File: config.mk
export PLATFORM = sky130hd
export DESIGN_NAME = scan_target_range_sweeper
export DESIGN_NICKNAME = d
export VERILOG_FILES = /design/src/hdl/sts_pkg.sv /design/src/hdl/scan_target_range_sweeper.sv /design/src/hdl/sts_table.sv /design/src/hdl/sts_step.sv
export SDC_FILE = /design/constraint.sdc
export NUM_CORES = 2
export LEC_CHECK = 0
export BUFFER_PORTS_ARGS = -buffer_cell sky130_fd_sc_hd__buf_2
export CAP_MARGIN = 0
export CORE_ASPECT_RATIO = 0.6
export CORE_MARGIN = 10
export CORE_UTILIZATION = 35
export CTS_CLUSTER_DIAMETER = 100
export DETAILED_ROUTE_END_ITERATION = 12
export GPL_TIMING_DRIVEN = 1
export PLACE_DENSITY_LB_ADDON = 0.1
export SLEW_MARGIN = 15
export SYNTH_ARGS = -nofsm -noshare
export SYNTH_HDL_FRONTEND = slang
export SYNTH_SLANG_ARGS = --single-unit
File: constraint.sdc
create_clock -name clk -period 26.8 [get_ports clk]
set_input_delay 6.7 -clock clk [delete_from_list [all_inputs] [get_ports clk]]
set_output_delay 6.7 -clock clk [all_outputs]
set_load 0.02 [all_outputs]
File: src/hdl/sts_pkg.sv
// ----------------------------------------------------------------------------
// Scan target range sweeper package
// Item, result and table entry types, op and status codes, and the address
// odometer step shared by the sweeper modules.
// ----------------------------------------------------------------------------
package sts_pkg;

	typedef enum logic [1:0] {
		OP_ADD    = 2'd0,
		OP_NEXT   = 2'd1,
		OP_REWIND = 2'd2
	} op_t;

	typedef enum logic [2:0] {
		ST_ADDED     = 3'd0,
		ST_MALFORMED = 3'd1,
		ST_FULL      = 3'd2,
		ST_ADDRESS   = 3'd3,
		ST_EXHAUSTED = 3'd4,
		ST_REWOUND   = 3'd5
	} status_t;

	localparam int CFG_DEFAULT_PORT_LOW  = 0;
	localparam int CFG_DEFAULT_PORT_HIGH = 1;

	localparam logic [15:0] DEFAULT_PORT_LOW_RST  = 16'd1;
	localparam logic [15:0] DEFAULT_PORT_HIGH_RST = 16'd1024;

	typedef struct packed {
		logic [1:0]  op;
		logic [31:0] ip_low;
		logic [31:0] ip_high;
		logic        port_given;
		logic [15:0] port_low;
		logic [15:0] port_high;
	} item_t;

	typedef struct packed {
		logic [2:0]  status;
		logic [31:0] dst_ip;
		logic [15:0] dst_port;
		logic [3:0]  target_index;
	} result_t;

	typedef struct packed {
		logic [31:0] ip_low;
		logic [31:0] ip_high;
		logic [15:0] port_low;
		logic [15:0] port_high;
	} entry_t;

	typedef struct packed {
		logic [31:0] ip;
		logic [15:0] port;
		logic        fresh;
	} cursor_t;

	// Steps the address odometer by one; the high byte runs fastest and
	// fixed octets pass the carry on untouched.
	function automatic logic [31:0] advance_ip(input logic [31:0] ip,
		input logic [31:0] lo, input logic [31:0] hi);
		logic [31:0] res;
		logic        carry;
		logic [7:0]  l;
		logic [7:0]  h;
		logic [7:0]  v;
		logic [8:0]  w;
		res   = '0;
		carry = 1'b1;
		for (int i = 3; i >= 0; i--) begin
			l = lo[8*i +: 8];
			h = hi[8*i +: 8];
			v = ip[8*i +: 8];
			if (carry && (l != h)) begin
				w = {1'b0, v} + 9'd1;
				if (w > {1'b0, h}) begin
					v = l;
				end else begin
					v     = w[7:0];
					carry = 1'b0;
				end
			end
			res[8*i +: 8] = v;
		end
		return res;
	endfunction

endpackage

File: src/hdl/scan_target_range_sweeper.sv
// ----------------------------------------------------------------------------
// Scan target range sweeper
// Keeps a table of address and port ranges and hands out one address and
// port pair of the sweep for each next request.
//
//   Channel  Handshake                  Payload
//   item     item_valid / item_ready    item (op, ranges, ports)
//   result   result_valid / result_ready result (status, address, port, index)
//   cfg      cfg_valid / cfg_ready      cfg_index, cfg_data (default ports)
//
// Each item's result is written to the output register as the item is
// accepted, and one item is accepted in every cycle while that register is
// free or being emptied. The current and following table entries are read
// from the two registered memory ports, so a step never waits on the table.
// Reset clears the counts and the cursor and sets the default ports to 1 and
// 1024; the table itself holds no reset. A stalled result holds the item
// channel.
// ----------------------------------------------------------------------------
module scan_target_range_sweeper import sts_pkg::*; #(
	parameter int MAX_TARGETS = 16
) (
	input  logic        clk,
	input  logic        arst_n,
	input  logic        item_valid,
	output logic        item_ready,
	input  item_t       item,
	output logic        result_valid,
	input  logic        result_ready,
	output result_t     result,
	input  logic        cfg_valid,
	output logic        cfg_ready,
	input  logic        cfg_index,
	input  logic [15:0] cfg_data
);

	localparam int AW = (MAX_TARGETS > 1) ? $clog2(MAX_TARGETS) : 1;
	localparam int CW = $clog2(MAX_TARGETS + 1);

	logic          accept;
	logic [15:0]   def_port_low_q;
	logic [15:0]   def_port_high_q;
	logic [CW-1:0] count_q;
	logic [CW-1:0] target_q;
	cursor_t       cursor_q;
	logic [CW-1:0] count_nx;
	logic [CW-1:0] target_nx;
	cursor_t       cursor_nx;
	result_t       step_result;
	logic          wr_en;
	logic [AW-1:0] wr_addr;
	entry_t        wr_data;
	entry_t        cur_entry;
	entry_t        nxt_entry;

	assign item_ready = !result_valid || result_ready;
	assign accept     = item_valid && item_ready;
	assign cfg_ready  = 1'b1;

	sts_step #(
		.MAX_TARGETS(MAX_TARGETS),
		.AW         (AW),
		.CW         (CW)
	) u_step (
		.do_step      (accept),
		.item         (item),
		.def_port_low (def_port_low_q),
		.def_port_high(def_port_high_q),
		.count        (count_q),
		.target       (target_q),
		.cursor       (cursor_q),
		.cur_entry    (cur_entry),
		.nxt_entry    (nxt_entry),
		.result       (step_result),
		.count_nx     (count_nx),
		.target_nx    (target_nx),
		.cursor_nx    (cursor_nx),
		.wr_en        (wr_en),
		.wr_addr      (wr_addr),
		.wr_data      (wr_data)
	);

	sts_table #(
		.DEPTH(MAX_TARGETS),
		.AW   (AW),
		.CW   (CW)
	) u_table (
		.clk      (clk),
		.wr_en    (wr_en),
		.wr_addr  (wr_addr),
		.wr_data  (wr_data),
		.rd_idx_a (target_nx),
		.rd_idx_b (target_nx + CW'(1)),
		.rd_data_a(cur_entry),
		.rd_data_b(nxt_entry)
	);

	always_ff @(posedge clk or negedge arst_n) begin
		if (!arst_n) begin
			def_port_low_q  <= DEFAULT_PORT_LOW_RST;
			def_port_high_q <= DEFAULT_PORT_HIGH_RST;
		end else if (cfg_valid) begin
			if (cfg_index == 1'(CFG_DEFAULT_PORT_LOW)) begin
				def_port_low_q <= cfg_data;
			end else begin
				def_port_high_q <= cfg_data;
			end
		end
	end

	always_ff @(posedge clk or negedge arst_n) begin
		if (!arst_n) begin
			count_q      <= '0;
			target_q     <= '0;
			cursor_q     <= '{ip: '0, port: '0, fresh: 1'b1};
			result_valid <= 1'b0;
		end else begin
			count_q  <= count_nx;
			target_q <= target_nx;
			cursor_q <= cursor_nx;
			if (accept) begin
				result_valid <= 1'b1;
			end else if (result_ready) begin
				result_valid <= 1'b0;
			end
		end
	end

	always_ff @(posedge clk) begin
		if (accept) begin
			result <= step_result;
		end
	end

	a_count_bound: assert property (@(posedge clk) disable iff (!arst_n)
		count_q <= CW'(MAX_TARGETS))
		else $error("target count beyond table depth");

	a_target_bound: assert property (@(posedge clk) disable iff (!arst_n)
		target_q <= count_q)
		else $error("current target beyond target count");

	a_result_follows: assert property (@(posedge clk) disable iff (!arst_n)
		accept |=> result_valid)
		else $error("accepted item gave no result");

	a_rewind: assert property (@(posedge clk) disable iff (!arst_n)
		accept && (item.op == OP_REWIND) |=> (target_q == '0) && cursor_q.fresh)
		else $error("rewind did not restart the sweep");

endmodule

File: src/hdl/sts_table.sv
// ----------------------------------------------------------------------------
// Scan target table
// Target memory with one write port and two registered read ports. A write in
// the same cycle as a read of the same entry is forwarded to the read data.
// ----------------------------------------------------------------------------
module sts_table import sts_pkg::*; #(
	parameter int DEPTH = 16,
	parameter int AW    = 4,
	parameter int CW    = 5
) (
	input  logic          clk,
	input  logic          wr_en,
	input  logic [AW-1:0] wr_addr,
	input  entry_t        wr_data,
	input  logic [CW-1:0] rd_idx_a,
	input  logic [CW-1:0] rd_idx_b,
	output entry_t        rd_data_a,
	output entry_t        rd_data_b
);

	entry_t        mem [DEPTH];
	logic [AW-1:0] addr_a;
	logic [AW-1:0] addr_b;

	// Indexes past the table are never used; they read entry zero instead.
	assign addr_a = (rd_idx_a < CW'(DEPTH)) ? rd_idx_a[AW-1:0] : '0;
	assign addr_b = (rd_idx_b < CW'(DEPTH)) ? rd_idx_b[AW-1:0] : '0;

	always_ff @(posedge clk) begin
		if (wr_en) begin
			mem[wr_addr] <= wr_data;
		end
		rd_data_a <= (wr_en && (wr_addr == addr_a)) ? wr_data : mem[addr_a];
		rd_data_b <= (wr_en && (wr_addr == addr_b)) ? wr_data : mem[addr_b];
	end

endmodule

File: src/hdl/sts_step.sv
// ----------------------------------------------------------------------------
// Scan target step logic
// Works out the result of one item and the next sweep state from the current
// target entry, the entry after it and the registered cursor.
// ----------------------------------------------------------------------------
module sts_step import sts_pkg::*; #(
	parameter int MAX_TARGETS = 16,
	parameter int AW          = 4,
	parameter int CW          = 5
) (
	input  logic          do_step,
	input  item_t         item,
	input  logic [15:0]   def_port_low,
	input  logic [15:0]   def_port_high,
	input  logic [CW-1:0] count,
	input  logic [CW-1:0] target,
	input  cursor_t       cursor,
	input  entry_t        cur_entry,
	input  entry_t        nxt_entry,
	output result_t       result,
	output logic [CW-1:0] count_nx,
	output logic [CW-1:0] target_nx,
	output cursor_t       cursor_nx,
	output logic          wr_en,
	output logic [AW-1:0] wr_addr,
	output entry_t        wr_data
);

	logic          bad;
	logic [15:0]   pl;
	logic [15:0]   ph;
	logic [CW-1:0] target_inc;

	assign target_inc = target + CW'(1);
	assign wr_addr    = count[AW-1:0];

	always_comb begin
		bad = 1'b0;
		for (int i = 0; i < 4; i++) begin
			if (item.ip_low[8*i +: 8] > item.ip_high[8*i +: 8]) begin
				bad = 1'b1;
			end
		end
		if (item.port_given) begin
			pl = item.port_low;
			ph = item.port_high;
			if ((ph < pl) || ((pl == 16'd0) && (ph != 16'd0))) begin
				bad = 1'b1;
			end
		end else begin
			pl = def_port_low;
			ph = def_port_high;
			if (ph < pl) begin
				bad = 1'b1;
			end
		end
	end

	always_comb begin
		result    = '{status: ST_MALFORMED, dst_ip: '0, dst_port: '0, target_index: '0};
		count_nx  = count;
		target_nx = target;
		cursor_nx = cursor;
		wr_en     = 1'b0;
		wr_data   = '{ip_low: item.ip_low, ip_high: item.ip_high, port_low: pl,
			port_high: ph};
		if (do_step) begin
			case (op_t'(item.op))
				OP_ADD: begin
					if (bad) begin
						result.status = ST_MALFORMED;
					end else if (count >= CW'(MAX_TARGETS)) begin
						result.status = ST_FULL;
					end else begin
						wr_en               = 1'b1;
						result.status       = ST_ADDED;
						result.target_index = 4'(count);
						count_nx            = count + CW'(1);
					end
				end
				OP_NEXT: begin
					if (target >= count) begin
						result.status = ST_EXHAUSTED;
					end else if (cursor.fresh) begin
						cursor_nx     = '{ip: cur_entry.ip_low, port: cur_entry.port_low,
							fresh: 1'b0};
						result        = '{status: ST_ADDRESS, dst_ip: cur_entry.ip_low,
							dst_port: cur_entry.port_low, target_index: 4'(target)};
					end else if ((cursor.ip == cur_entry.ip_high) &&
						(cursor.port == cur_entry.port_high)) begin
						target_nx = target_inc;
						if (target_inc >= count) begin
							cursor_nx.fresh = 1'b1;
							result.status   = ST_EXHAUSTED;
						end else begin
							cursor_nx = '{ip: nxt_entry.ip_low, port: nxt_entry.port_low,
								fresh: 1'b0};
							result    = '{status: ST_ADDRESS, dst_ip: nxt_entry.ip_low,
								dst_port: nxt_entry.port_low,
								target_index: 4'(target_inc)};
						end
					end else begin
						if (cursor.port >= cur_entry.port_high) begin
							cursor_nx.port = cur_entry.port_low;
							cursor_nx.ip   = advance_ip(cursor.ip, cur_entry.ip_low,
								cur_entry.ip_high);
						end else begin
							cursor_nx.port = cursor.port + 16'd1;
						end
						result = '{status: ST_ADDRESS, dst_ip: cursor_nx.ip,
							dst_port: cursor_nx.port, target_index: 4'(target)};
					end
				end
				OP_REWIND: begin
					target_nx       = '0;
					cursor_nx.fresh = 1'b1;
					result.status   = ST_REWOUND;
				end
				default: begin
					result.status = ST_MALFORMED;
				end
			endcase
		end
	end

endmodule
==> metrics.md <==
| Metric | Value |
|---|---|
| Gate Count Post-Synth | 4337 |
| Clock Sink Count | 1691 |
| Area delta synth->final | 12.99% |
| Async set-or-reset flop fraction in the synthesized netlist | 5.441% |
| Clock-pin slew on the worst setup and hold paths | 0.06 ns |
| Clock Path Buffers | 4 |
| H-tree depth | 4 |
| Hold_buf cts | 0 |
| Critical path start-end classification | in2out |
| Via density | 5.816 |
| Area leader, netlist | edfxtp_1 |
| Syn Nets | 4593 |
| Critical path startpoint | result_ready |
| Routed vias | 44790 |
| Hold WC Path Type | reg2reg |
| Routed WL | 267400 um |
| CTS buffer count | 179 |
| Max-slew violation count | 0 |
| Syn avg cell area | 17.98 um^2 |
| Setup TNS | 0 ns |
| Max cap viols | 0 |
| Share of cells above drive strength 1 | 28.70% |
| Layout Skew | 0.08024 ns |
| Yosys reg bits | 1691 |
| EDFF count, synth | 1591 |
| Min Tclk post-route | 13.81 ns |
| Pre-antenna DRT Iters | 8 |
| Post-synth top cells | edfxtp_1, mux4_2, nand2_1, ha_1, nor2_1 |
| Power Dens Cells | 78.18 nW/um^2 |
| Placed cell areas | 82470 um^2 |
| Final instance area | 88110 um^2 |
| RSZ-0062 raised after global routing | no |
| # resized after CTS | 0 |
| Final setup fails | 0 |
| Yosys top cell area share | 61.27% |
| GRT Total Usage | 21.51% |
| Final period util | 51.55% |
| Slew HR | 18.97% |
| Top cells by area, synth | edfxtp_1, mux4_2, dfrtp_1 |
| Critical Path RT | 20.10 ns |
| Final Hold Viols | 0 |
| Crit path DAT | 7.11 ns |
| Routed len/inst | 34.72 um |
| PortBufs | 177 |
| Netlist cell types | 88 |
| Crit path capture type | output pin |
| CTS root buf | clkbuf_16 |
| Lkg Pwr | 28.47 nW |
| Worst hold start | result_valid |
| DIE HEIGHT | 385.6 um |
| CTS tree | done |
| Insertion delay to the later sink of the worst-skew pair | 0.85 ns |
| Initial Utilization | 35.13% |
| Fillers | 20220 |
| Cell Rows | 134 |
| Seq/Total Area, Yosys | 64.43% |
| Largest net degree at the start of global routing | 93 |
| Iter 0 DRT Violations | 5307 |
| DP Wirelength | 170300 um |
| First-pass GRT wire length | 371100 um |
| Grt total ovfl | 0 |
| Crit path launch type | input pin |
| Antenna Violating Nets Remaining | 0 |
| Initial antenna violation count | 34 |
| Die Width | 629.4 um |
| Worst VDD drop | 0.00004534 V |
| Outcome | completed |
| Die area | 242700 um^2 |
| Worst Max-Slew Pin Slew | 1.182 ns |
| Core region area | 222000 um^2 |
| Gpl congestion | 0.8760 |
| Yosys Warn Count | 0 |
| DRC violations left | 0 |
| Vias in the first global route | 44090 |
| Synthesized area | 77980 um^2 |
| Largest fanout on the critical path | 3 |
| Post-CTS setup buffer count | 0 |
| # IOs | 179 |
| Most common cell in the synthesized netlist | edfxtp_1 |
| Maximum clock rate | 72.39 MHz |
| Top_reg_cell synth | edfxtp_1 |
| Nets@finish | 4814 |
[cell usage in the layout (no fill, tap or decap), types with 30 or more instances in the layout]
cell,count
mux2_2,85
clkbuf_1,48
inv_1,121
buf_2,176
a21oi_1,112
dfrtp_1,89
xnor2_1,79
nand3_1,72
clkinv_2,30
nor2_1,110
ha_1,135
buf_4,125
and3_1,32
mux2i_1,101
o21ai_0,111
nand4_1,36
clkbuf_16,182
xor2_1,45
edfxtp_1,1591
nand2_1,206
mux4_2,634
o21a_1,30
[where the power goes]
group	switching (W)	internal [W]	total, W
combinational	0.000854	0.000495	0.00135
clock	0.00107	0.00138	0.00246
sequential	0.000122	0.00296	0.00308
total	0.00205	0.00484	0.00689
[logic make-up after synthesis]
family / after synthesis / synth area share, %
buffers and inverters: 393 / 2.413
XOR/XNOR: 124 / 1.393
flip-flops: 1691 / 64.43
AO/OA/AOI/OAI: 513 / 4.286
other: 1 / 0.004809
AND/OR/NAND/NOR: 647 / 4.056
adder cells (fa/ha/maj): 135 / 2.166
multiplexers: 833 / 21.25
[metrics by stage]
step                hold slack [ns]  utilization [%]  total power (W)  cells  setup slack (ns)
detailed placement           0.5162            37.15         0.004471   7369             12.98
floorplan                    0.4891                -         0.003930   4337             10.30
CTS                          0.5322            39.68         0.006936   7692             12.98
global placement             0.5247            37.15         0.004469   7369             12.97
finish                       0.5264            39.69         0.006888   7701             12.99
global route                 0.5679            39.68         0.007161   7694             12.97
[critical path: stages]
cell	delay (ns)
buf_2	0.09
nand2b_1	0.16
buf_2	0.17
[metal layers]
layer  track usage [%]  up-vias  wire [um]
li1                  -    18290          -
met1             33.16    24370     126600
met2             31.96     1788     116900
met3             3.646      329      17840
met4             4.455        4       6010
met5                 0        -         26
[final timing paths]
path	end	slack, ns	cells past startpoint
max	item_ready	12.99	3
max in group asynchronous	def_port_low_q[2]	19.75	2
min	result_valid	0.53	2
min in group asynchronous	target_q[1]	5.77	1
max reg2reg	cursor_q[29]	18.08	20
min reg2reg	result_valid	0.53	2
[cell type report]
cell class	count	area (um^2)	share of cell area (%)
Sequential cell	1691	50280	57.06
Clock buffer	239	4858	5.514
Tap cell	2992	3744	4.249
Inverter	125	476.7	0.5411
Timing Repair Buffer	308	1951	2.214
Multi-Input combinational cell	2253	26020	29.54
Antenna cell	9	22.52	0.02556
Clock inverter	84	755.7	0.8577
[registers in the layout, indices dropped and copies added (netlist names), named ones only]
| signal | flops |
|---|---|
| def_port_low_q | 16 |
| cursor_q | 49 |
| def_port_high_q | 16 |
| result | 55 |
| result_valid | 1 |
| u_table.mem | 1536 |
| target_q | 5 |
| count_q | 5 |
No activity file was read; power rests on OpenSTA's default activity.
